File: src/design/cmts_pkg.sv
// Shared types and constants for the cavity mode tune solver.
package cmts_pkg;

  localparam int LEN_W  = 23;
  localparam int CPC_W  = 20;
  localparam int FT_W   = 24;
  localparam int MODE_W = 10;
  localparam int ENC_W  = 28;
  localparam int FREQ_W = 33;
  localparam int IDX_W  = 3;
  localparam int WD_W   = 23;

  // c/2 in MHz*cm, Q16
  localparam logic [29:0] HALF_C_Q16 = 30'd982359926;
  // 0.01 MHz in Q16
  localparam logic [9:0]  TUNE_TOL   = 10'd655;

  typedef enum logic [1:0] {
    ST_OK       = 2'd0,
    ST_TOO_HIGH = 2'd1,
    ST_TOO_LOW  = 2'd2,
    ST_NO_MODE  = 2'd3
  } tune_status_t;

  typedef enum logic [IDX_W-1:0] {
    REG_MIN_LENGTH    = 3'd0,
    REG_MAX_LENGTH    = 3'd1,
    REG_MIRROR_RADIUS = 3'd2,
    REG_ENC_ZERO_LEN  = 3'd3,
    REG_COUNTS_PER_CM = 3'd4
  } reg_index_t;

  typedef enum logic [1:0] {
    LEN_MIN   = 2'd0,
    LEN_MAX   = 2'd1,
    LEN_GUESS = 2'd2
  } len_sel_t;

  typedef struct packed {
    logic         eval_start;
    len_sel_t     len_sel;
    logic         load;
    logic         m_inc;
    logic         bis_init;
    logic         bis_step;
    logic         keep_best;
    logic         fin_cur;
    logic         fin_err;
    tune_status_t err_code;
    logic         fin_auto;
    logic         enc_calc;
    logic         out_load;
  } cmts_cmd_t;

  typedef struct packed {
    logic auto_mode;
    logic m_over;
    logic f_lt_ft;
    logic f_gt_ft;
    logic near;
    logic iter_last;
    logic worse;
    logic out_free;
  } cmts_flags_t;

endpackage

File: src/design/cmts_freq_unit.sv
// Mode frequency unit: shared divider, arccosine doubling loop and products.
module cmts_freq_unit import cmts_pkg::*; #(
  parameter int MW = 11
) (
  input  logic              clk,
  input  logic              rst,
  input  logic              start,
  input  logic [LEN_W-1:0]  len,
  input  logic [MW-1:0]     mode,
  input  logic [LEN_W-1:0]  radius,
  output logic              done,
  output logic              busy,
  output logic [FREQ_W-1:0] freq
);

  localparam int NW = MW + 31;
  localparam int CW = (NW > LEN_W + 17) ? NW : LEN_W + 17;

  typedef enum logic [6:0] {
    P_IDLE = 7'b0000001,
    P_RDIV = 7'b0000010,
    P_SQ   = 7'b0000100,
    P_UPD  = 7'b0001000,
    P_PROD = 7'b0010000,
    P_SUM  = 7'b0100000,
    P_FDIV = 7'b1000000
  } phase_t;

  phase_t             phase;
  logic [5:0]         cnt;
  logic [LEN_W-1:0]   len_r;
  logic [MW-1:0]      mode_r;
  logic [LEN_W-1:0]   dsr;
  logic [LEN_W-1:0]   rem;
  logic [32:0]        dend;
  logic [32:0]        quo;
  logic               sat;
  logic signed [31:0] c;
  logic               a;
  logic [23:0]        phi;
  logic [60:0]        sq;
  logic [MW+29:0]     qk;
  logic [53:0]        pk;

  logic [LEN_W:0]     t;
  logic               ge;
  logic [LEN_W-1:0]   rem_n;
  logic [32:0]        quo_n;
  logic [31:0]        ratio;
  logic               a_n;
  logic [30:0]        mag;
  logic [32:0]        sh;
  logic [NW-1:0]      n_sum;
  logic [CW-1:0]      n_ext;
  logic [CW-1:0]      len_ext;

  always_comb begin
    t     = {rem, dend[32]};
    ge    = t >= {1'b0, dsr};
    rem_n = ge ? LEN_W'(t - {1'b0, dsr}) : t[LEN_W-1:0];
    quo_n = {quo[31:0], ge};
    if (sat || quo_n > 33'h080000000) begin
      ratio = 32'h80000000;
    end else begin
      ratio = quo_n[31:0];
    end
    a_n     = a ^ c[31];
    mag     = c[31] ? 31'(-c) : 31'(c);
    sh      = 33'((sq + (61'd1 << 28)) >> 29);
    n_sum   = NW'(qk) + NW'((pk + (54'd1 << 23)) >> 24);
    n_ext   = CW'(n_sum);
    len_ext = CW'({len_r, 17'd0});
  end

  assign busy = (phase != P_IDLE);

  always_ff @(posedge clk) begin
    if (rst) begin
      phase <= P_IDLE;
      done  <= 1'b0;
    end else begin
      done <= 1'b0;
      unique case (phase)
        P_IDLE: begin
          if (start) begin
            len_r  <= len;
            mode_r <= mode;
            dsr    <= radius;
            sat    <= {3'd0, len} >= {radius, 3'd0};
            rem    <= {3'd0, len[LEN_W-1:3]};
            dend   <= {len[2:0], 30'd0};
            quo    <= '0;
            cnt    <= '0;
            phase  <= P_RDIV;
          end
        end
        P_RDIV: begin
          rem  <= rem_n;
          quo  <= quo_n;
          dend <= {dend[31:0], 1'b0};
          cnt  <= cnt + 6'd1;
          if (cnt == 6'd32) begin
            c     <= signed'(32'h40000000 - ratio);
            a     <= 1'b0;
            phi   <= '0;
            cnt   <= '0;
            phase <= P_SQ;
          end
        end
        P_SQ: begin
          a     <= a_n;
          phi   <= {phi[22:0], a_n};
          sq    <= 61'(mag * mag);
          phase <= P_UPD;
        end
        P_UPD: begin
          c   <= signed'(32'(sh - 33'h040000000));
          cnt <= cnt + 6'd1;
          phase <= (cnt == 6'd23) ? P_PROD : P_SQ;
        end
        P_PROD: begin
          qk    <= mode_r * HALF_C_Q16;
          pk    <= phi * HALF_C_Q16;
          phase <= P_SUM;
        end
        P_SUM: begin
          if (len_r == '0 || mode_r == '0) begin
            freq  <= '0;
            done  <= 1'b1;
            phase <= P_IDLE;
          end else begin
            sat   <= n_ext >= len_ext;
            rem   <= n_ext[39:17];
            dend  <= {n_ext[16:0], 16'd0};
            dsr   <= len_r;
            quo   <= '0;
            cnt   <= '0;
            phase <= P_FDIV;
          end
        end
        P_FDIV: begin
          rem  <= rem_n;
          quo  <= quo_n;
          dend <= {dend[31:0], 1'b0};
          cnt  <= cnt + 6'd1;
          if (cnt == 6'd32) begin
            freq  <= sat ? '1 : quo_n;
            done  <= 1'b1;
            phase <= P_IDLE;
          end
        end
        default: phase <= P_IDLE;
      endcase
    end
  end

endmodule

File: config.mk
export PLATFORM = sky130hd
export DESIGN_NAME = cmts_freq_unit
export DESIGN_NICKNAME = d
export VERILOG_FILES = /design/src/design/cmts_pkg.sv /design/src/design/cmts_freq_unit.sv
export SDC_FILE = /design/constraint.sdc
export NUM_CORES = 2
export LEC_CHECK = 0
export ABC_AREA = 1
export ABC_CLOCK_PERIOD_IN_PS = 8500
export BUFFER_PORTS_ARGS = -buffer_cell sky130_fd_sc_hd__buf_4
export CORE_UTILIZATION = 50
export CTS_CLUSTER_SIZE = 12
export DETAILED_ROUTE_END_ITERATION = 7
export PLACE_DENSITY = 0.8
export SYNTH_ARGS = -nofsm -noshare
export SYNTH_HDL_FRONTEND = slang
export SYNTH_SLANG_ARGS = --single-unit
File: constraint.sdc
create_clock -name clk -period 8.5 [get_ports clk]
set_input_delay 1.7 -clock clk [delete_from_list [all_inputs] [get_ports clk]]
set_output_delay 1.7 -clock clk [all_outputs]
set_load 0.005 [all_outputs]
==> out/results.ini <==
[critical_path]
worst_ep_arrival_time_ns = 8.77
path_common_cell = fa_1
critical_path.max_fanout = 5
worstSetupPathType = register to register
required_ns = 8.86
endpoint_kind = register
reg2reg_from = c[0]
rr_endpoint = sq[60]
crit_end = sq[60]
cpPeakStageDelay_ns = 0.60
reg2reg_setup_slack_ns = 0.09
crit_buf_inv = 9
rr_worst_depth = 39
cpMaxStageDelayCell = fa_1
cp-start-kind = register
path_depth = 39
path_delay_family = adder cells
startpoint = c[0]

[drt]
vias = 52700
post_drt_wl_per_cell_um = 20.5
drtIter0Drc = 4279
drc = 0
wl_mm = 201
firstDrtPassIters = 5
ant_nets = 0
viasPerCell = 5.38

[synth]
yosys.area.top_type = fa_1
synth-seq-area-share_pct = 15.2
yosys_warnings = 0
yosys.area.top_type_share_pct = 35.9
synth-adder-area-share_pct = 49.2
synth-simple-area-share_pct = 13.4
synth_area_leaders = fa_1 (36%), edfxtp_1 (15%), ha_1 (13%)
syn_inst = 7535
muxShareOfSynthArea_pct = 0
synth.ff_latch_count = 337
synth_nets = 9489
synth-xor-area-share_pct = 2.97
synth.avg_cell_area_um2 = 8.79
synth_compound_gate_area_share_pct = 6.90
synthFlopType = edfxtp_1
synth-edff-count = 329
synth.cell_area_mm2 = 0.0663
synth_top_family_by_area = adder cells
synth_cell_type_count = 70
synthArstFlopShare_pct = 0

[clock_network]
clk_pin_slew_ns = 0.06
ctsHoldBuffers = 0
cts_sinks = 337
cts.htree.levels = 2
cts_root_buffer = clkbuf_16
max-clock-path-buffers = 3
cts_tree = built
insertion_delay_ns = 0.61
cts_buffers = 39

[timing]
worst_slew_pin_slew_ns = 1.16
layout_min_cycle_time_ns = 8.41
fmax_mhz = 119
rsz0062_at_grt = true
fin_ws_ns = 0.0941
finalHoldViolCount = 0
fin_worst_skew_ns = 0.0168
finalCritPeriodShare_pct = 98.9
fin_tns_setup_ns = 0
drv_slew = 0
finalSetupViolCount = 0
timing.slew.headroom_pct = 21.9

[global_route]
grt_first_pass_wirelength_mm = 313
grt_start_max_net_pins = 72
track_usage_pct = 30.3
grt_pass1_vias = 55700
gr-total-overflow = 0
antenna_found_initial = 2

[status]
outcome = finished, final reports clean

[final_layout]
area_growth_pct = 13.3
drive_gt1_share_pct = 12.3
final_cell_mix = inv_1 (1969), fa_1 (1170), nand2_1 (982)
layout_commonest_cell = inv_1
final_cells = 9800
layout.nets = 9972

[floorplanning]
coreArea_mm2 = 0.131
start_util_pct = 50.4
ios = 95
rows = 133
die_w_um = 366
die_y_um = 366
die_area_mm2 = 0.134

[placement]
dpl.hpwl_mm = 174
place_inst = 9714
place_ws_ns = -0.271
place_congestion = 1.05
portBuffers = 94

[job]
max-cap-violations = 0

[worst_hold_path]
hold_class = register to register

layout make-up:
type	instances	area, µm²
Clock buffer	48	1020
Timing Repair Buffer	569	4710
Clock inverter	19	285
Antenna cell	1	2.50
Fill cell	11600	56400
Inverter	2026	7640
Tap cell	1755	2200
Sequential cell	337	10000
Multi-Input combinational cell	5045	49200
worst register-to-register path: cells and delay by family, from the launching register on:
kind	cells	cell delay [ns]
buf+inv	9	0.87
flops	1	0.43
simple gates	17	1.70
compound gates	3	0.56
fa+ha+maj	9	4.29
xor+xnor	1	0.32
worst min-delay path by stage:
stage                     startpoint  endpoint  cells past startpoint
after detailed placement    dend[25]  dend[26]                      2
after CTS                   dend[18]  dend[19]                      2
after global placement      dend[21]  dend[22]                      2
after global routing        dend[24]  dend[25]                      2
after floorplan             dend[16]  dend[17]                      2
final                       dend[18]  dend[19]                      2
cells by family after synthesis:
kind of cell / count (synthesis)
and+or+nand+nor: 2126
adders and majority gates: 1894
buffers and inverters: 2153
xor gates and xnor gates: 223
AOI/OAI and AO/OA: 801
other: 1
DFF: 337
metal layers:
| metal | vias up | wire [µm] | global-route usage [%] |
|---|---|---|---|
| met2 | 2091 | 95700 | 50.5 |
| met4 | 2 | 10400 | 12.4 |
| met5 | - | 11 | 0 |
| met1 | 26100 | 80100 | 39.5 |
| met3 | 529 | 14900 | 4.45 |
| li1 | 24000 | - | - |
synthesized netlist by cell type (all sizes together) (3+ instances only):
| library cell | number |
|---|---|
| or4 | 3 |
| nand3b | 8 |
| a21oi | 360 |
| nor4 | 32 |
| nor2 | 719 |
| dfxtp | 8 |
| and3 | 5 |
| a211oi | 11 |
| nand3 | 186 |
| edfxtp | 329 |
| o22ai | 4 |
| nand4 | 65 |
| a31o | 3 |
| o41ai | 19 |
| ha | 705 |
| xor2 | 139 |
| clkbuf | 73 |
| a21boi | 8 |
| o21bai | 31 |
| o21a | 29 |
| inv | 2019 |
| buf | 54 |
| nor3 | 58 |
| fa | 1189 |
| a21o | 22 |
| clkinv | 7 |
| nor3b | 3 |
| o21ai | 249 |
| a22oi | 3 |
| or2 | 10 |
| o211ai | 18 |
| o221ai | 5 |
| nand2 | 1034 |
| o31ai | 9 |
| xnor2 | 84 |
| a31oi | 18 |
| o2111ai | 4 |
sequential cells by signal, indices dropped and copies added, names as in the netlist:
name / flops
sq: 33
len_r: 23
done: 1
qk: 40
rem: 23
sat: 1
dsr: 23
quo: 32
dend: 17
pk: 31
mode_r: 11
freq: 33
cnt: 6
phase: 7
c: 32
phi: 24
metrics by stage:
step	utilization (%)	hold WS (ns)	instance area (µm²)
after floorplan	-	0.500	66300
after global placement	55.1	0.506	72400
after detailed placement	55.1	0.522	72400
after CTS	56.2	0.534	73800
after global routing	57.1	0.552	75100
final	57.1	0.526	75100
repair_timing:
action	in CTS	in global routing
cloned	0	1
pin swaps	5	34
resized for setup	29	300
buffers inserted	0	17
setup endpoints to repair	29	33
Power is not shown: default switching activity piles up to over one toggle a cycle in this logic, so the estimate is an artifact.
