$ cat config.mk
export PLATFORM = sky130hd
export DESIGN_NAME = cmts_dpath
export DESIGN_NICKNAME = d
export VERILOG_FILES = /design/src/design/cmts_pkg.sv /design/src/design/cmts_dpath.sv
export SDC_FILE = /design/constraint.sdc
export NUM_CORES = 2
export LEC_CHECK = 0
export ABC_AREA = 0
export BUFFER_PORTS_ARGS = -buffer_cell sky130_fd_sc_hd__buf_2
export CELL_PAD_IN_SITES_DETAIL_PLACEMENT = 0
export CELL_PAD_IN_SITES_GLOBAL_PLACEMENT = 1
export CORE_ASPECT_RATIO = 0.6
export CORE_MARGIN = 3
export CORE_UTILIZATION = 44
export DETAILED_ROUTE_END_ITERATION = 16
export PLACE_DENSITY = 0.8
export SLEW_MARGIN = 30
export SYNTH_ARGS = -nofsm -noshare
export SYNTH_HDL_FRONTEND = slang
export SYNTH_SLANG_ARGS = --single-unit
$ cat constraint.sdc
create_clock -name clk -period 12.2 [get_ports clk]
set_clock_uncertainty 0.2 [all_clocks]
set_input_delay 2.44 -clock clk [delete_from_list [all_inputs] [get_ports clk]]
set_output_delay 2.44 -clock clk [all_outputs]
set_load 0.005 [all_outputs]
$ cat src/design/cmts_pkg.sv
// Shared types and constants for the cavity mode tune solver.
package cmts_pkg;

  localparam int LEN_W  = 23;
  localparam int CPC_W  = 20;
  localparam int FT_W   = 24;
  localparam int MODE_W = 10;
  localparam int ENC_W  = 28;
  localparam int FREQ_W = 33;
  localparam int IDX_W  = 3;
  localparam int WD_W   = 23;

  // c/2 in MHz*cm, Q16
  localparam logic [29:0] HALF_C_Q16 = 30'd982359926;
  // 0.01 MHz in Q16
  localparam logic [9:0]  TUNE_TOL   = 10'd655;

  typedef enum logic [1:0] {
    ST_OK       = 2'd0,
    ST_TOO_HIGH = 2'd1,
    ST_TOO_LOW  = 2'd2,
    ST_NO_MODE  = 2'd3
  } tune_status_t;

  typedef enum logic [IDX_W-1:0] {
    REG_MIN_LENGTH    = 3'd0,
    REG_MAX_LENGTH    = 3'd1,
    REG_MIRROR_RADIUS = 3'd2,
    REG_ENC_ZERO_LEN  = 3'd3,
    REG_COUNTS_PER_CM = 3'd4
  } reg_index_t;

  typedef enum logic [1:0] {
    LEN_MIN   = 2'd0,
    LEN_MAX   = 2'd1,
    LEN_GUESS = 2'd2
  } len_sel_t;

  typedef struct packed {
    logic         eval_start;
    len_sel_t     len_sel;
    logic         load;
    logic         m_inc;
    logic         bis_init;
    logic         bis_step;
    logic         keep_best;
    logic         fin_cur;
    logic         fin_err;
    tune_status_t err_code;
    logic         fin_auto;
    logic         enc_calc;
    logic         out_load;
  } cmts_cmd_t;

  typedef struct packed {
    logic auto_mode;
    logic m_over;
    logic f_lt_ft;
    logic f_gt_ft;
    logic near;
    logic iter_last;
    logic worse;
    logic out_free;
  } cmts_flags_t;

endpackage

$ cat src/design/cmts_dpath.sv
// Datapath: request latch, bisection limits, best mode, encoder result.
module cmts_dpath import cmts_pkg::*; #(
  parameter int MAX_MODE     = 1023,
  parameter int BISECT_STEPS = 32,
  parameter int MW           = 11
) (
  input  logic               clk,
  input  logic               rst,
  input  cmts_cmd_t          cmd,
  output cmts_flags_t        flags,
  input  logic [FT_W-1:0]    target_frequency,
  input  logic               auto_mode,
  input  logic [MODE_W-1:0]  requested_mode,
  input  logic [LEN_W-1:0]   min_length,
  input  logic [LEN_W-1:0]   max_length,
  input  logic [LEN_W-1:0]   encoder_zero_length,
  input  logic [CPC_W-1:0]   counts_per_cm,
  input  logic [FREQ_W-1:0]  freq,
  output logic [LEN_W-1:0]   eval_len,
  output logic [MW-1:0]      eval_mode,
  output logic               res_valid,
  input  logic               res_ready,
  output logic signed [ENC_W-1:0] encoder_position,
  output logic [MODE_W-1:0]  chosen_mode,
  output logic [1:0]         tune_status
);

  localparam int IW = (BISECT_STEPS > 1) ? $clog2(BISECT_STEPS) : 1;

  logic [31:0]        ft;
  logic               auto_r;
  logic [MW-1:0]      m;
  logic [LEN_W-1:0]   above;
  logic [LEN_W-1:0]   below;
  logic [LEN_W-1:0]   guess;
  logic [IW-1:0]      iter;
  logic [MW-1:0]      best_q;
  logic [LEN_W-1:0]   best_pos;
  logic [LEN_W:0]     best_dist;
  logic               have;
  logic [LEN_W-1:0]   res_pos;
  logic [MW-1:0]      res_q;
  tune_status_t       res_stat;
  logic [42:0]        prod;
  logic               neg;
  logic               ok_r;

  logic [FREQ_W-1:0]  ft_x;
  logic [FREQ_W-1:0]  diff;
  logic [LEN_W:0]     span;
  logic [LEN_W:0]     twice;
  logic [LEN_W:0]     center_gap;
  logic [LEN_W:0]     d;
  logic [LEN_W-1:0]   dmag;
  logic [ENC_W-1:0]   r;
  logic [ENC_W-1:0]   enc;

  always_comb begin
    ft_x  = {1'b0, ft};
    diff  = (freq > ft_x) ? freq - ft_x : ft_x - freq;
    span  = {1'b0, min_length} + {1'b0, max_length};
    twice = {guess, 1'b0};
    center_gap = (twice > span) ? twice - span : span - twice;

    flags.auto_mode = auto_r;
    flags.m_over    = m > MW'(MAX_MODE);
    flags.f_lt_ft   = freq < ft_x;
    flags.f_gt_ft   = freq > ft_x;
    flags.near      = diff <= FREQ_W'(TUNE_TOL);
    flags.iter_last = iter == IW'(BISECT_STEPS - 1);
    flags.worse     = have && (center_gap > best_dist);
    flags.out_free  = !res_valid || res_ready;

    unique case (cmd.len_sel)
      LEN_MIN:   eval_len = min_length;
      LEN_MAX:   eval_len = max_length;
      LEN_GUESS: eval_len = guess;
      default:   eval_len = guess;
    endcase
    eval_mode = m;

    d    = {1'b0, res_pos} - {1'b0, encoder_zero_length};
    dmag = d[LEN_W] ? LEN_W'(-d) : d[LEN_W-1:0];
    r    = ENC_W'((prod + 43'd32768) >> 16);
    if (!ok_r) begin
      enc = '0;
    end else if (neg) begin
      enc = (r > 28'h8000000) ? 28'h8000000 : ENC_W'(-r);
    end else begin
      enc = (r > 28'h7FFFFFF) ? 28'h7FFFFFF : r;
    end
  end

  always_ff @(posedge clk) begin
    if (cmd.load) begin
      ft     <= {target_frequency, 8'd0};
      auto_r <= auto_mode;
      m      <= auto_mode ? MW'(1) : MW'(requested_mode);
      have   <= 1'b0;
    end
    if (cmd.m_inc) begin
      m <= m + MW'(1);
    end
    if (cmd.bis_init) begin
      above <= min_length;
      below <= max_length;
      guess <= LEN_W'(span >> 1);
      iter  <= '0;
    end
    if (cmd.bis_step) begin
      if (flags.f_gt_ft) begin
        above <= guess;
        guess <= LEN_W'(({1'b0, guess} + {1'b0, below}) >> 1);
      end else begin
        below <= guess;
        guess <= LEN_W'(({1'b0, above} + {1'b0, guess}) >> 1);
      end
      iter <= iter + IW'(1);
    end
    if (cmd.keep_best) begin
      best_q    <= m;
      best_pos  <= guess;
      best_dist <= center_gap;
      have      <= 1'b1;
    end
    if (cmd.fin_cur) begin
      res_pos  <= guess;
      res_q    <= m;
      res_stat <= ST_OK;
    end
    if (cmd.fin_err) begin
      res_q    <= m;
      res_stat <= cmd.err_code;
    end
    if (cmd.fin_auto) begin
      if (have) begin
        res_pos  <= best_pos;
        res_q    <= best_q;
        res_stat <= ST_OK;
      end else begin
        res_q    <= '0;
        res_stat <= ST_NO_MODE;
      end
    end
    if (cmd.enc_calc) begin
      prod <= dmag * counts_per_cm;
      neg  <= d[LEN_W];
      ok_r <= (res_stat == ST_OK);
    end
    if (cmd.out_load) begin
      encoder_position <= signed'(enc);
      chosen_mode      <= res_q[MODE_W-1:0];
      tune_status      <= res_stat;
    end
  end

  always_ff @(posedge clk) begin
    if (rst) begin
      res_valid <= 1'b0;
    end else if (cmd.out_load) begin
      res_valid <= 1'b1;
    end else if (res_ready) begin
      res_valid <= 1'b0;
    end
  end

endmodule

==> results.json <==
{
  "outcome": "finished, final reports clean",
  "tritoncts": "done",
  "multi_input_area_um2": 25900,
  "fin_crit_ps": 11890,
  "cts_hold_buf": 0,
  "yosysSeqAreaShare_pct": 20.7,
  "synth_top_area_cell": "fa_1",
  "worst_pin_slew_ps": 904,
  "die_y_um": 229,
  "place.gp.congestion": 0.937,
  "nFillCells": 7664,
  "clock_latency_ps": 590,
  "grtUsageTotal_pct": 25.8,
  "vias": 30200,
  "path_clk_slew_ps": 70,
  "ys_ff_latch": 274,
  "io_pins": 258,
  "cpMostUsedCell": "fa_1",
  "drc": 0,
  "synth_top_area_share_pct": 20.9,
  "dp_hpwl_mm": 91.2,
  "worstHoldPathType": "flop to flop",
  "max_stage_delay_ps": 550,
  "stdcell_area_um2": 40900,
  "synth_cell_type_count": 97,
  "worstSetupPathType": "input pin to flop",
  "grt_max_degree": 59,
  "grt_pass1_vias": 29100,
  "ff_latch_area_um2": 7520,
  "io_buffers": 256,
  "layout-drive-gt1-share_pct": 13.2,
  "die_x_um": 377,
  "crit_arrival_ps": 12020,
  "finalMaxSlewViolations": 0,
  "syn_to_final_growth_pct": 12.6,
  "yosysWarnings": 0,
  "grt-ovfl-total": 0,
  "slew_headroom_pct": 39.2,
  "syn_inst": 4106,
  "antenna_found_initial": 12,
  "fin_nets": 5303,
  "ys_top_cells_by_area": "fa_1 21%, edfxtp_1 17%, ha_1 12%, inv_1 6.4%, nand2_1 5.0%",
  "crit_path_top_delay_cell": "fa_1",
  "htreeDepth": 1,
  "vias_per_cell": 5.50,
  "synthArstFlopShare_pct": 0,
  "antenna_left": 0,
  "end_kind": "flop",
  "cts_sinks": 274,
  "rows": 80,
  "die-area_um2": 86200,
  "post-route-period-util_pct": 97.5,
  "hp-start": "res_q[0]$_DFFE_PP_",
  "yosys-top-cells-count": "619 x inv_1, 486 x nand2_1, 379 x fa_1",
  "hold_violations": 0,
  "synthesis.area_um2": 36400,
  "coreArea_um2": 80700,
  "grt_pass1_wl_mm": 174,
  "clock.fmax_ghz": 0.0841,
  "rr_startpoint": "res_pos[0]$_DFF_P_",
  "cts_made_buffers": 26,
  "finalSetupViolCount": 0,
  "drt-pass1-iter-count": 6,
  "wl_mm": 112,
  "cp_max_fo": 4,
  "synth_edf_count": 203,
  "cp-start-kind": "input pin",
  "root_buffer": "clkbuf_16",
  "drt_iter0_drc": 2585,
  "max-cap-violations": 0,
  "avgRoutedWirePerCell_um": 20.4,
  "critPathLaunch": "encoder_zero_length[0]",
  "crit_required_ps": 12330,
  "clock_path_buffers": 3,
  "synth.net_count": 5004,
  "syn_area_per_cell_um2": 8.86,
  "start_util_pct": 45.1,
  "yosys_most_used_dff": "edfxtp_1",
  "dpl_cell_area_um2": 39700,
  "synth.most_common_cell": "inv_1"
}
==> sequential cells by signal, indices dropped and copies added, names as in the netlist, 2 cells and up <==
signal            flops
guess                23
below                23
res_q                10
tune_status           2
ft                   24
prod                 28
encoder_position     28
iter                  5
best_dist            24
eval_mode            11
best_q               10
res_pos              23
above                23
chosen_mode          10
best_pos             23
res_stat              2
==> area by class of cell <==
type,instances,share of cell area [%]
Inverter,621,5.69
Timing Repair Buffer,458,7.13
Clock buffer,34,1.81
Multi-Input combinational cell,3024,63.2
Sequential cell,274,18.4
Tap cell,1066,3.26
Clock inverter,14,0.483
Antenna cell,4,0.0244
==> routing by layer <==
metal	part of all wire (%)	GRT usage, %	wire length (µm)
met1	50	41.9	55600
met2	38	33.8	42600
met3	11	7.74	12900
met4	1.1	2.79	1210
met5	0.063	0.277	71
==> metrics by stage <==
step | util (%) | cells | TNS [ps] | worst slack (ps) | hold WS [ps]
after global placement | 49.2 | 5433 | -1950 | -236 | 204
final | 50.7 | 5495 | 0 | 305 | 222
after CTS | 50.4 | 5481 | 0 | 48.1 | 221
after detailed placement | 49.2 | 5433 | -4720 | -481 | 205
after floorplan | - | 4106 | 0 | 459 | 200
after global routing | 50.7 | 5491 | -482 | -111 | 230
==> cell usage in the layout (no fill, tap or decap), types with 149 or more instances in the layout <==
cell      synthesis  layout
inv_1           619     619
nand2_1         486     486
fa_1            379     379
ha_1            344     343
and2_1          256     255
buf_2            10     255
o21ai_0         221     215
a21oi_1         218     209
edfxtp_1        203     203
buf_4            14     192
nor2_1          150     149
==> final timing paths <==
kind                                            endpoint  slack (ps)  cells after the start
worst max-delay path                  prod[39]$_DFFE_PP_         310                     41
worst min-delay path            chosen_mode[0]$_DFFE_PP_         220                      0
worst max register to register        prod[39]$_DFFE_PP_        1920                     41
worst min register to register  chosen_mode[0]$_DFFE_PP_         220                      0
==> worst max-delay path, delay by kind of cell <==
family / cells / cell delay, ps
AND/OR/NAND/NOR: 9 / 1270
XOR/XNOR: 2 / 330
buffers and inverters: 11 / 1220
adder cells (fa/ha/maj): 10 / 4420
AO/OA/AOI/OAI: 9 / 2340
==> timing repair <==
| item | in CTS | in global routing |
|---|---|---|
| endpoints found under the setup margin | 0 | 16 |
| buffers inserted | 0 | 10 |
| gates resized for setup | 0 | 49 |
==> cells by family (layout without fill, tap and decap cells) <==
| family | Yosys count | after routing | synth area share (%) |
|---|---|---|---|
| simple gates | 1211 | 1211 | 16.5 |
| fa+ha+maj | 723 | 723 | 32.7 |
| flops | 274 | 274 | 20.7 |
| other cells | 0 | 4 | 0 |
| compound gates | 761 | 761 | 13.0 |
| xor+xnor | 207 | 207 | 4.99 |
| mux | 122 | 122 | 3.38 |
| buf+inv | 808 | 1127 | 8.76 |
Power is not shown: default switching activity piles up to over one toggle a cycle in this logic, so the estimate is an artifact.
