==> config.mk <==
export PLATFORM = sky130hd
export DESIGN_NAME = cmts_ctrl
export DESIGN_NICKNAME = d
export VERILOG_FILES = /design/src/design/cmts_pkg.sv /design/src/design/cmts_ctrl.sv
export SDC_FILE = /design/constraint.sdc
export NUM_CORES = 1
export LEC_CHECK = 0
export BUFFER_PORTS_ARGS = -buffer_cell sky130_fd_sc_hd__clkbuf_2
export CELL_PAD_IN_SITES_DETAIL_PLACEMENT = 1
export CELL_PAD_IN_SITES_GLOBAL_PLACEMENT = 1
export CORE_MARGIN = 2
export CORE_UTILIZATION = 40
export DETAILED_ROUTE_END_ITERATION = 8
export HOLD_SLACK_MARGIN = 0.15
export PLACE_DENSITY_LB_ADDON = 0.3
export SLEW_MARGIN = 25
export SYNTH_ARGS = -nofsm -noshare
export SYNTH_HDL_FRONTEND = slang
export SYNTH_SLANG_ARGS = --single-unit
==> constraint.sdc <==
create_clock -name clk -period 6.5 [get_ports clk]
set_clock_uncertainty 0.1 [all_clocks]
set_input_delay 0 -clock clk [delete_from_list [all_inputs] [get_ports clk]]
set_output_delay 0 -clock clk [all_outputs]
set_load 0.1 [all_outputs]
==> src/design/cmts_pkg.sv <==
// Shared types and constants for the cavity mode tune solver.
package cmts_pkg;

  localparam int LEN_W  = 23;
  localparam int CPC_W  = 20;
  localparam int FT_W   = 24;
  localparam int MODE_W = 10;
  localparam int ENC_W  = 28;
  localparam int FREQ_W = 33;
  localparam int IDX_W  = 3;
  localparam int WD_W   = 23;

  // c/2 in MHz*cm, Q16
  localparam logic [29:0] HALF_C_Q16 = 30'd982359926;
  // 0.01 MHz in Q16
  localparam logic [9:0]  TUNE_TOL   = 10'd655;

  typedef enum logic [1:0] {
    ST_OK       = 2'd0,
    ST_TOO_HIGH = 2'd1,
    ST_TOO_LOW  = 2'd2,
    ST_NO_MODE  = 2'd3
  } tune_status_t;

  typedef enum logic [IDX_W-1:0] {
    REG_MIN_LENGTH    = 3'd0,
    REG_MAX_LENGTH    = 3'd1,
    REG_MIRROR_RADIUS = 3'd2,
    REG_ENC_ZERO_LEN  = 3'd3,
    REG_COUNTS_PER_CM = 3'd4
  } reg_index_t;

  typedef enum logic [1:0] {
    LEN_MIN   = 2'd0,
    LEN_MAX   = 2'd1,
    LEN_GUESS = 2'd2
  } len_sel_t;

  typedef struct packed {
    logic         eval_start;
    len_sel_t     len_sel;
    logic         load;
    logic         m_inc;
    logic         bis_init;
    logic         bis_step;
    logic         keep_best;
    logic         fin_cur;
    logic         fin_err;
    tune_status_t err_code;
    logic         fin_auto;
    logic         enc_calc;
    logic         out_load;
  } cmts_cmd_t;

  typedef struct packed {
    logic auto_mode;
    logic m_over;
    logic f_lt_ft;
    logic f_gt_ft;
    logic near;
    logic iter_last;
    logic worse;
    logic out_free;
  } cmts_flags_t;

endpackage

==> src/design/cmts_ctrl.sv <==
// Controller: mode scan, span checks, bisection and result sequencing.
module cmts_ctrl import cmts_pkg::*; (
  input  logic        clk,
  input  logic        rst,
  input  logic        req_valid,
  output logic        req_ready,
  input  cmts_flags_t flags,
  input  logic        fu_done,
  output cmts_cmd_t   cmd
);

  typedef enum logic [14:0] {
    S_IDLE     = 15'b000000000000001,
    S_SCAN_EV  = 15'b000000000000010,
    S_SCAN_WT  = 15'b000000000000100,
    S_LOOP_EV  = 15'b000000000001000,
    S_LOOP_WT  = 15'b000000000010000,
    S_CHKHI_EV = 15'b000000000100000,
    S_CHKHI_WT = 15'b000000001000000,
    S_CHKLO_EV = 15'b000000010000000,
    S_CHKLO_WT = 15'b000000100000000,
    S_BIS_EV   = 15'b000001000000000,
    S_BIS_WT   = 15'b000010000000000,
    S_SOLVED   = 15'b000100000000000,
    S_FIN      = 15'b001000000000000,
    S_ENC      = 15'b010000000000000,
    S_DONE     = 15'b100000000000000
  } state_t;

  state_t state;
  state_t state_next;

  assign req_ready = (state == S_IDLE);

  always_comb begin
    state_next = state;
    cmd        = '0;
    cmd.len_sel  = LEN_GUESS;
    cmd.err_code = ST_OK;
    unique case (state)
      S_IDLE: begin
        if (req_valid) begin
          cmd.load   = 1'b1;
          state_next = S_CHKHI_EV;
        end
      end
      S_SCAN_EV: begin
        if (flags.m_over) begin
          state_next = S_FIN;
        end else begin
          cmd.eval_start = 1'b1;
          cmd.len_sel    = LEN_MIN;
          state_next     = S_SCAN_WT;
        end
      end
      S_SCAN_WT: begin
        if (fu_done) begin
          if (!flags.f_gt_ft) begin
            cmd.m_inc  = 1'b1;
            state_next = S_SCAN_EV;
          end else begin
            state_next = S_LOOP_EV;
          end
        end
      end
      S_LOOP_EV: begin
        if (flags.m_over) begin
          state_next = S_FIN;
        end else begin
          cmd.eval_start = 1'b1;
          cmd.len_sel    = LEN_MAX;
          state_next     = S_LOOP_WT;
        end
      end
      S_LOOP_WT: begin
        // below the target at the long end: the short-end check settles the rest
        if (fu_done) begin
          state_next = flags.f_lt_ft ? S_CHKLO_EV : S_FIN;
        end
      end
      S_CHKHI_EV: begin
        // the first pass after a load comes here; auto requests branch off to the scan
        if (flags.auto_mode) begin
          state_next = S_SCAN_EV;
        end else begin
          cmd.eval_start = 1'b1;
          cmd.len_sel    = LEN_MAX;
          state_next     = S_CHKHI_WT;
        end
      end
      S_CHKHI_WT: begin
        if (fu_done) begin
          if (flags.f_gt_ft) begin
            cmd.fin_err  = 1'b1;
            cmd.err_code = ST_TOO_HIGH;
            state_next   = S_ENC;
          end else begin
            state_next = S_CHKLO_EV;
          end
        end
      end
      S_CHKLO_EV: begin
        cmd.eval_start = 1'b1;
        cmd.len_sel    = LEN_MIN;
        state_next     = S_CHKLO_WT;
      end
      S_CHKLO_WT: begin
        if (fu_done) begin
          if (flags.f_lt_ft) begin
            if (flags.auto_mode) begin
              state_next = S_FIN;
            end else begin
              cmd.fin_err  = 1'b1;
              cmd.err_code = ST_TOO_LOW;
              state_next   = S_ENC;
            end
          end else begin
            cmd.bis_init = 1'b1;
            state_next   = S_BIS_EV;
          end
        end
      end
      S_BIS_EV: begin
        cmd.eval_start = 1'b1;
        cmd.len_sel    = LEN_GUESS;
        state_next     = S_BIS_WT;
      end
      S_BIS_WT: begin
        if (fu_done) begin
          if (flags.near) begin
            state_next = S_SOLVED;
          end else begin
            cmd.bis_step = 1'b1;
            state_next   = flags.iter_last ? S_SOLVED : S_BIS_EV;
          end
        end
      end
      S_SOLVED: begin
        if (!flags.auto_mode) begin
          cmd.fin_cur = 1'b1;
          state_next  = S_ENC;
        end else if (flags.worse) begin
          state_next = S_FIN;
        end else begin
          cmd.keep_best = 1'b1;
          cmd.m_inc     = 1'b1;
          state_next    = S_LOOP_EV;
        end
      end
      S_FIN: begin
        cmd.fin_auto = 1'b1;
        state_next   = S_ENC;
      end
      S_ENC: begin
        cmd.enc_calc = 1'b1;
        state_next   = S_DONE;
      end
      S_DONE: begin
        // hold until the output register frees up
        if (flags.out_free) begin
          cmd.out_load = 1'b1;
          state_next   = S_IDLE;
        end
      end
      default: state_next = S_IDLE;
    endcase
  end

  always_ff @(posedge clk) begin
    if (rst) begin
      state <= S_IDLE;
    end else begin
      state <= state_next;
    end
  end

endmodule
==> impl_metrics.toml, run 1 <==
[run_status]
result_of_the_run = "complete, no violations"

[hold_path]
worstHoldPathType = "input pin to flop"
worst_hold_startpoint = "fu_done"
worst_hold_path.num_cells = 5
worst_hold_path.endpoint = "state[13]"

[power_and_ir_drop]
p_sw_share_pct = 46.4
pwr-share-clk_pct = 19.9
seqPwrFrac_pct = 34.5
power_report.internal_total_mw = 0.156
power.leakage_nw = 0.555
comb_power_share_pct = 45.6
total_power_mw = 0.291
powerDensity_nw_per_um2 = 202
netSwitchingPower_mw = 0.135
peak_supply_drop_mv = 0.136

[critical_path]
timing.critical_path.slowest_stage_cell = "sky130_fd_sc_hd__or4_1"
worstPathBufferInverterCount = 1
worst_path_dominant_cell_family = "simple AND/OR/NAND/NOR gates"
crit_path_start_kind = "flop"
rr_startpoint = "state[4]"
timing.critical_path.arrival_ns = 3.15
worst_r2r_endpoint = "state[1]"
cp_slowest_stage_delay_ns = 0.69
rr_worst_depth = 7
critical_path_class = "flop to output port"
timing.critical_path.cells = "or4_1, nand2b_1, nor2_1, nand2_1, nor3_1, a21o_1, clkbuf_2"
crit_fanout = 8
setup.worst_path.end_class = "output port"
rrSetupSlack_ns = 3.59
cp.required_ns = 6.40

[route]
ant_nets = 0
post_drt_wl_per_cell_um = 17.3
detailroute.via_count = 1332
route.detailed.drc = 0
drt_first_pass_iters = 4
drt_first_iter_violations = 43
drt-vias-per-instance = 6.05
drt_wl_total_um = 3810

[clock_tree]
clk_transition_reported_paths_ns = 0.10
cts.sink_count = 15
worst_skew_pair_later_pin_latency_ns = 0.30
clk_root_buffer_cell = "sky130_fd_sc_hd__clkbuf_4"
h-tree-depth = 1
clockBufferDepth = 2
cts_buf_count = 3
post_cts_resize_count = 0
cts_tree = "built"

[floorplanning]
floorplan.rows = 19
chipHeight_um = 57.7
die_width_um = 57.7
die_area_um2 = 3330
initial_core_util_pct = 41.8
design.portCount = 28
core-area_um2 = 2760

[logic_synthesis]
net_count_synth = 165
synthTopCellsByCount = "sky130_fd_sc_hd__nor2_1, sky130_fd_sc_hd__dfxtp_1, sky130_fd_sc_hd__nand2_1"
netlist-cell-type-count = 39
postSynth.asyncResetShare_pct = 0
netlist_instances = 153
part_of_the_yosys_area_used_for_sequential_elements_pct = 26.0
postSynthAreaPerCell_um2 = 7.54
synth_largest_type_area_fraction_pct = 26.0
synth_most_common_cell = "sky130_fd_sc_hd__nor2_1"
synth.ff_latch_count = 15
yosys_warnings = 0
syn_area_um2 = 1150
dominantRegCellSynth = "sky130_fd_sc_hd__dfxtp_1"
number_of_enable_type_register_cells_in_the_synthesized_netlist = 0
synth_area_leaders = "sky130_fd_sc_hd__dfxtp_1, sky130_fd_sc_hd__nor2_1, sky130_fd_sc_hd__nor3_1, sky130_fd_sc_hd__nand2_1, sky130_fd_sc_hd__nor4b_1"
synth_largest_area_cell = "sky130_fd_sc_hd__dfxtp_1"

[global_routing]
first_global_vias = 1340
grt_first_pass_wirelength_um = 6310
top_usage_layer = "met2"
grt_util_met3_pct = 4.02
globalRouteMet1Util_pct = 31.0
groute.layer.met2.usage_pct = 40.9
grt_start_max_net_pins = 14
globalRouteTotalUtil_pct = 24.6
initial_antenna_violation_count = 0
gr-total-overflow = 0

[final_layout]
diodes = 0
final_layout_size_suffix_gt1_share_pct = 22.8
sequential_cell_area_um2 = 300
biggest_registers_after_layout = "state (15)"
fill_cells = 374
area_used_by_multi_input_combinational_logic_um2 = 788
fin_cells = 220
final_nets = 202
final_design_area_no_fill_um2 = 1440
final_core_utilization_pct = 52.1
registers.top_by_ff_count = "state"
largest_reg_flops = 15
area_growth_pct = 24.6

[sta]
finalWorstSetupSlack_ns = 3.25
least_margin_pin_slew_ns = 0.577
period_minus_slack_ns = 3.25
grt_setup_unrepaired = "false"
finalSetupViolations = 0
final-max-slew-violation-count = 0
final.hold.worst_slack_ns = 0.247
max_freq_mhz = 308
tns_ns = 0
final.period_utilization_pct = 50.0
hold_viol = 0
max_slew_margin_pct = 61.2

[placed_design]
number_of_input_and_output_port_buffers_inserted = 27
gp_congestion = 0.897
post-dp-hpwl_um = 2900
dpl_cell_area_um2 = 1280
post-place-cells = 203
worst_setup_slack_before_clock_tree_synthesis_ns = 3.69

[job]
max_cap_viol_count = 0
==> what timing repair did <==
action / in CTS / in global routing
hold endpoints to repair: 14 / 0
hold buffers: 13 / 0
setup buffers: 0 / 0
==> logic make-up (layout without fill, tap and decap cells) <==
group,Yosys count,in the layout,synth area share [%]
AO/OA/AOI/OAI,27,27,18.2
XOR/XNOR,4,4,3.04
buffers and inverters,13,49,5.64
flip-flops,15,15,26.0
AND/OR/NAND/NOR,94,94,47.1
==> metal layers <==
layer,routed length [µm],up-vias
met3,217,10
met4,76,0
met5,0,-
li1,-,645
met2,1900,38
met1,1620,639
==> worst max path at each step <==
| stage | startpoint | end | slack (ns) | depth (start not counted) |
|---|---|---|---|---|
| after global routing | state[0] | cmd[10] | 3.11 | 7 |
| after global placement | state[0] | cmd[10] | 3.84 | 7 |
| after CTS | state[0] | cmd[10] | 3.36 | 7 |
| after detailed placement | state[0] | cmd[10] | 3.69 | 7 |
| final | state[0] | cmd[10] | 3.25 | 7 |
| after floorplan | state[0] | cmd[10] | 2.00 | 7 |
==> power by group through the flow <==
stage | combinational [mW] | sequential [mW] | clock, mW
6_report | 0.133 | 0.101 | 0.0579
5_1_grt | 0.142 | 0.102 | 0.0617
4_1_cts | 0.132 | 0.100 | 0.0583
3_5_place_dp | 0.126 | 0.103 | 0
3_3_place_gp | 0.123 | 0.102 | 0
2_1_floorplan | 0.0998 | 0.101 | 0
==> worst min-delay path, delay by kind of cell <==
family,cells,cell delay [ns]
AOI/OAI and AO/OA,2,0.26
buffers and inverters,1,0.12
and+or+nand+nor,2,0.22
==> final cells by class <==
cell class | instances | area share, %
well taps | 31 | 2.70
inverters | 5 | 1.31
multi-input cells | 125 | 54.8
repair buffers | 40 | 18.5
flip-flops and latches | 15 | 20.9
clock buffers | 4 | 1.83
==> placed cells by master, fill, tap and decap left out, drive strengths merged, types with 2 or more instances in the layout <==
cell type    count
nand2b           6
a211oi           3
nand3b           2
a21oi            7
a31oi            2
nor4b            6
nor4             6
dlygate4sd3     13
inv              5
a21o             2
nor2            19
nand4            2
or4b             5
nor3            13
or3              8
clkbuf          31
nand3            3
dfxtp           15
xnor2            4
nand2           14
or4              5
o32ai            2
o22ai            4
Power figures use the tool's default switching activity.
==> run 2, diff against run 1 <==
--- a/config.mk
+++ b/config.mk
@@ -9,7 +9,7 @@
 export CELL_PAD_IN_SITES_DETAIL_PLACEMENT = 1
 export CELL_PAD_IN_SITES_GLOBAL_PLACEMENT = 1
 export CORE_MARGIN = 2
-export CORE_UTILIZATION = 40
+export CORE_UTILIZATION = 34
 export DETAILED_ROUTE_END_ITERATION = 8
 export HOLD_SLACK_MARGIN = 0.15
 export PLACE_DENSITY_LB_ADDON = 0.3
==> constraint.sdc (replaced) <==
create_clock -name clk -period 2.95 [get_ports clk]
set_clock_uncertainty 0.1 [all_clocks]
set_input_delay 0 -clock clk [delete_from_list [all_inputs] [get_ports clk]]
set_output_delay 0 -clock clk [all_outputs]
set_load 0.1 [all_outputs]
==> impl_metrics.toml, run 2 (same netlist as run 1, synthesis figures left out) <==
[clock_tree]
cts.sink_count = 15
cts_tree = "built"
clk_transition_reported_paths_ns = 0.10
h-tree-depth = 1
cts_buf_count = 3
clockBufferDepth = 2
worst_skew_pair_later_pin_latency_ns = 0.30
clk_root_buffer_cell = "sky130_fd_sc_hd__clkbuf_4"

[route]
drt_wl_total_um = 3990
drt_first_iter_violations = 41
drt-vias-per-instance = 5.65
detailroute.via_count = 1333
post_drt_wl_per_cell_um = 16.9
ant_nets = 0
route.detailed.drc = 0
drt_first_pass_iters = 4

[critical_path]
cp.required_ns = 2.85
worst_r2r_endpoint = "state[1]"
setup.worst_path.end_class = "output port"
critical_path.endpoint = "cmd[14]"
crit_fanout = 12
rr_startpoint = "state[8]"
critical_path_class = "flop to output port"
critical_path_source = "state[8]"
timing.critical_path.arrival_ns = 2.74
rr_worst_depth = 7
crit_path_start_kind = "flop"
rrSetupSlack_ns = 0.17

[global_routing]
grt_start_max_net_pins = 14
grt_util_met3_pct = 2.72
first_global_vias = 1343
gr-total-overflow = 0
top_usage_layer = "met2"
groute.layer.met2.usage_pct = 38.3
globalRouteMet1Util_pct = 26.4
initial_antenna_violation_count = 0
globalRouteTotalUtil_pct = 21.4
grt_first_pass_wirelength_um = 6580

[final_layout]
diodes = 0
registers.top_by_ff_count = "state"
layout.cells.most_common_list = "sky130_fd_sc_hd__clkbuf_2, sky130_fd_sc_hd__nor2_1, sky130_fd_sc_hd__dfxtp_1, sky130_fd_sc_hd__nand2_1, sky130_fd_sc_hd__dlygate4sd3_1"
biggest_registers_after_layout = "state (15)"
final_layout_size_suffix_gt1_share_pct = 31.1
largest_reg_flops = 15
final_nets = 203
fin_cells = 236
commonest_non_fill_non_tap_cell_in_the_layout = "sky130_fd_sc_hd__clkbuf_2"
final_core_utilization_pct = 46.6
area_growth_pct = 32.8

[floorplanning]
die_area_um2 = 3880
floorplan.rows = 21
core-area_um2 = 3280
die_width_um = 62.3
initial_core_util_pct = 35.1
chipHeight_um = 62.3
design.portCount = 28

[sta]
finalSetupViolations = 0
max_slew_margin_pct = 54.9
final.hold.worst_slack_ns = 0.323
hold_viol = 0
tns_ns = 0
finalWorstSetupSlack_ns = 0.111
final.period_utilization_pct = 96.2
max_freq_mhz = 352
least_margin_pin_slew_ns = 0.671
final-max-slew-violation-count = 0
period_minus_slack_ns = 2.84

[placed_design]
worst_setup_slack_before_clock_tree_synthesis_ns = 0.321
post-place-cells = 220
gp_congestion = 0.858
number_of_input_and_output_port_buffers_inserted = 27
post-dp-hpwl_um = 2920

[power_and_ir_drop]
peak_supply_drop_mv = 0.159
powerDensity_nw_per_um2 = 431
power.leakage_nw = 0.578

[job]
max_cap_viol_count = 0

[run_status]
result_of_the_run = "complete, no violations"

[hold_path]
worstHoldPathType = "input pin to flop"
-- run 2: report_power, final --
part	leakage (nW)	total, mW	switching, mW	internal [mW]
registers	0.121	0.222	0.0123	0.210
logic	0.439	0.308	0.219	0.0895
clock network	0.0177	0.130	0.0795	0.0506
-- run 2: cell type report --
class	count	area, µm²
Clock buffer	3	22.5
Fill cell	425	1750
Clock inverter	1	5.00
Tap cell	46	57.6
Sequential cell	15	300
Timing Repair Buffer	41	280
Inverter	5	18.8
Multi-Input combinational cell	125	847
-- run 2: stage by stage --
step                      instance area [µm²]  power [mW]
after floorplan                          1210       0.452
after global placement                   1370       0.514
after detailed placement                 1370       0.518
after CTS                                1520       0.658
after global routing                     1530       0.695
final                                    1530       0.661
-- run 2: timing repair --
item	in CTS	in global routing
setup endpoints to repair	1	12
hold endpoints to repair	14	0
hold buffers	12	0
buffers inserted	0	0
gates resized for setup	1	8
-- run 2: per-layer routing --
layer | vias up | part of all wire, %
li1 | 647 | -
met1 | 650 | 44
met2 | 31 | 52
met3 | 5 | 3.3
met4 | 0 | 1.2
met5 | - | 0
-- run 2: worst max-delay path, cell delays in order (launching register included) --
cell,delay (ns)
sky130_fd_sc_hd__dfxtp_1,0.39
sky130_fd_sc_hd__nor4_1,0.62
sky130_fd_sc_hd__nand2_2,0.30
sky130_fd_sc_hd__or3_1,0.49
sky130_fd_sc_hd__a21oi_4,0.18
sky130_fd_sc_hd__buf_2,0.45
-- run 2: worst min-delay path by stage --
stage,from,end,cells after the start
global placement,flags[2],state[11],3
finish,fu_done,state[12],5
CTS,fu_done,state[12],5
global route,fu_done,state[12],5
floorplan,flags[1],cmd[7],1
detailed placement,flags[2],state[11],3
==> run 3, diff against run 2 <==
==> constraint.sdc (replaced) <==
create_clock -name clk -period 2.4 [get_ports clk]
set_clock_uncertainty 0.1 [all_clocks]
set_input_delay 0 -clock clk [delete_from_list [all_inputs] [get_ports clk]]
set_output_delay 0 -clock clk [all_outputs]
set_load 0.1 [all_outputs]
==> impl_metrics.toml, run 3 (same netlist as run 1, synthesis figures left out) <==
[sta]
period_minus_slack_ns = 2.52
finalWorstSetupSlack_ns = -0.120
max_freq_mhz = 397
final-max-slew-violation-count = 0
final.period_utilization_pct = 105
finalSetupViolations = 13
grt_setup_unrepaired = "true"
max_slew_margin_pct = 50.0
hold_viol = 0
least_margin_pin_slew_ns = 0.740

[final_layout]
layout.cells.most_common_list = "sky130_fd_sc_hd__buf_4, sky130_fd_sc_hd__buf_12, sky130_fd_sc_hd__clkbuf_2, sky130_fd_sc_hd__dlygate4sd3_1, sky130_fd_sc_hd__nor2_1"
registers.top_by_ff_count = "state"
commonest_non_fill_non_tap_cell_in_the_layout = "sky130_fd_sc_hd__buf_4"
diodes = 0
final_nets = 235
fill_cells = 335
biggest_registers_after_layout = "state (15)"
area_growth_pct = 104
largest_reg_flops = 15
final_layout_size_suffix_gt1_share_pct = 63.5
fin_cells = 268

[route]
route.detailed.drc = 0
drt-vias-per-instance = 6.15
drt_first_iter_violations = 175
ant_nets = 0
detailroute.via_count = 1648
drt_first_pass_iters = 4
post_drt_wl_per_cell_um = 25.8
drt_wl_total_um = 6910

[global_routing]
globalRouteTotalUtil_pct = 28.5
gr-total-overflow = 0
grt_first_pass_wirelength_um = 8630
first_global_vias = 1702
grt_start_max_net_pins = 14
initial_antenna_violation_count = 0

[critical_path]
crit_fanout = 7
timing.critical_path.arrival_ns = 2.63
crit_path_start_kind = "flop"
rrSetupSlack_ns = -0.12
cp.required_ns = 2.51
setup.worst_path.end_class = "flop"
critical_path_class = "flop to flop"

[clock_tree]
clockBufferDepth = 2
cts.sink_count = 15
cts_buf_count = 3
h-tree-depth = 1
worst_skew_pair_later_pin_latency_ns = 0.30
clk_root_buffer_cell = "sky130_fd_sc_hd__clkbuf_4"
cts_tree = "built"
clk_transition_reported_paths_ns = 0.11

[power_and_ir_drop]
total_power_mw = 1.14
peak_supply_drop_mv = 0.328
powerDensity_nw_per_um2 = 486
power.leakage_nw = 0.886

[floorplanning]
chipHeight_um = 62.3
die_area_um2 = 3880
design.portCount = 28
die_width_um = 62.3
initial_core_util_pct = 35.1
core-area_um2 = 3280
floorplan.rows = 21

[run_status]
result_of_the_run = "complete, but fails checks"
failed_checks = "negative setup slack"

[placed_design]
post-dp-hpwl_um = 3540
gp_congestion = 0.962
number_of_input_and_output_port_buffers_inserted = 27
post-place-cells = 240

[hold_path]
worstHoldPathType = "input pin to output port"

[job]
max_cap_viol_count = 0
[run 3: cell types whose count changed in the layout (fill, tap and decap cells not counted), moves of 8 or more]
| cell | before | now |
|---|---|---|
| sky130_fd_sc_hd__buf_12 | 0 | 14 |
| sky130_fd_sc_hd__buf_4 | 3 | 29 |
| sky130_fd_sc_hd__buf_6 | 0 | 8 |
| sky130_fd_sc_hd__dfxtp_1 | 15 | 6 |
| sky130_fd_sc_hd__clkbuf_2 | 21 | 11 |
[run 3: where the power goes]
group / switching, mW / internal, mW / leakage (nW)
sequential: 0.0130 / 0.258 / 0.126
clock: 0.102 / 0.0648 / 0.0150
combinational: 0.410 / 0.297 / 0.745
total: 0.525 / 0.619 / 0.886
[run 3: worst paths after layout]
kind / from / end / depth (start not counted)
hold / removal: flags[3] / cmd[8] / 3
setup / recovery: state[4] / state[10] / 6
hold reg to reg: state[2] / state[2] / 2
setup reg to reg: state[4] / state[10] / 6
[run 3: routing by layer]
layer	vias to the layer above	routed length (µm)	track usage, %
li1	715	-	-
met2	83	3470	51.0
met5	-	0	0
met3	33	382	3.62
met1	817	2730	32.7
met4	0	329	16.1
[run 3: repair_timing]
action                                  CTS  global route
resized for setup                        19            46
hold buffers                             10             0
endpoints found under the hold margin    14             0
pin swaps                                12            25
endpoints found under the setup margin   17            29
buffers inserted                          8             8
[run 3: final cells by class]
type,instances,area (µm²),area share (%)
clock buffer,4,26.3,1.12
inverter,5,18.8,0.798
multi-input combinational,125,1180,50.2
sequential,15,317,13.5
tap,46,57.6,2.45
timing repair buffer,73,751,31.9
[run 3: stage by stage]
| stage | area [µm²] | setup TNS, ns | worst slack, ns | utilization, % | hold WS (ns) |
|---|---|---|---|---|---|
| after detailed placement | 1850 | -0.00452 | -0.00405 | 56.4 | 0.196 |
| after CTS | 2090 | -0.0602 | -0.0224 | 63.8 | 0.220 |
| final | 2350 | -0.630 | -0.120 | 71.6 | 0.250 |
| after floorplan | 1340 | -0.750 | -0.305 | - | 0.00704 |
| after global routing | 2350 | -1.26 | -0.147 | 71.6 | 0.261 |
| after global placement | 1850 | 0 | 0.0843 | 56.4 | 0.189 |
[run 3: worst max-delay path, stage by stage (launching register included)]
cell	delay [ns]
sky130_fd_sc_hd__dfxtp_2	0.40
sky130_fd_sc_hd__or4_4	0.56
sky130_fd_sc_hd__or4_4	0.54
sky130_fd_sc_hd__a211oi_4	0.28
sky130_fd_sc_hd__nor3_4	0.09
sky130_fd_sc_hd__and2b_4	0.23
sky130_fd_sc_hd__o22ai_1	0.22
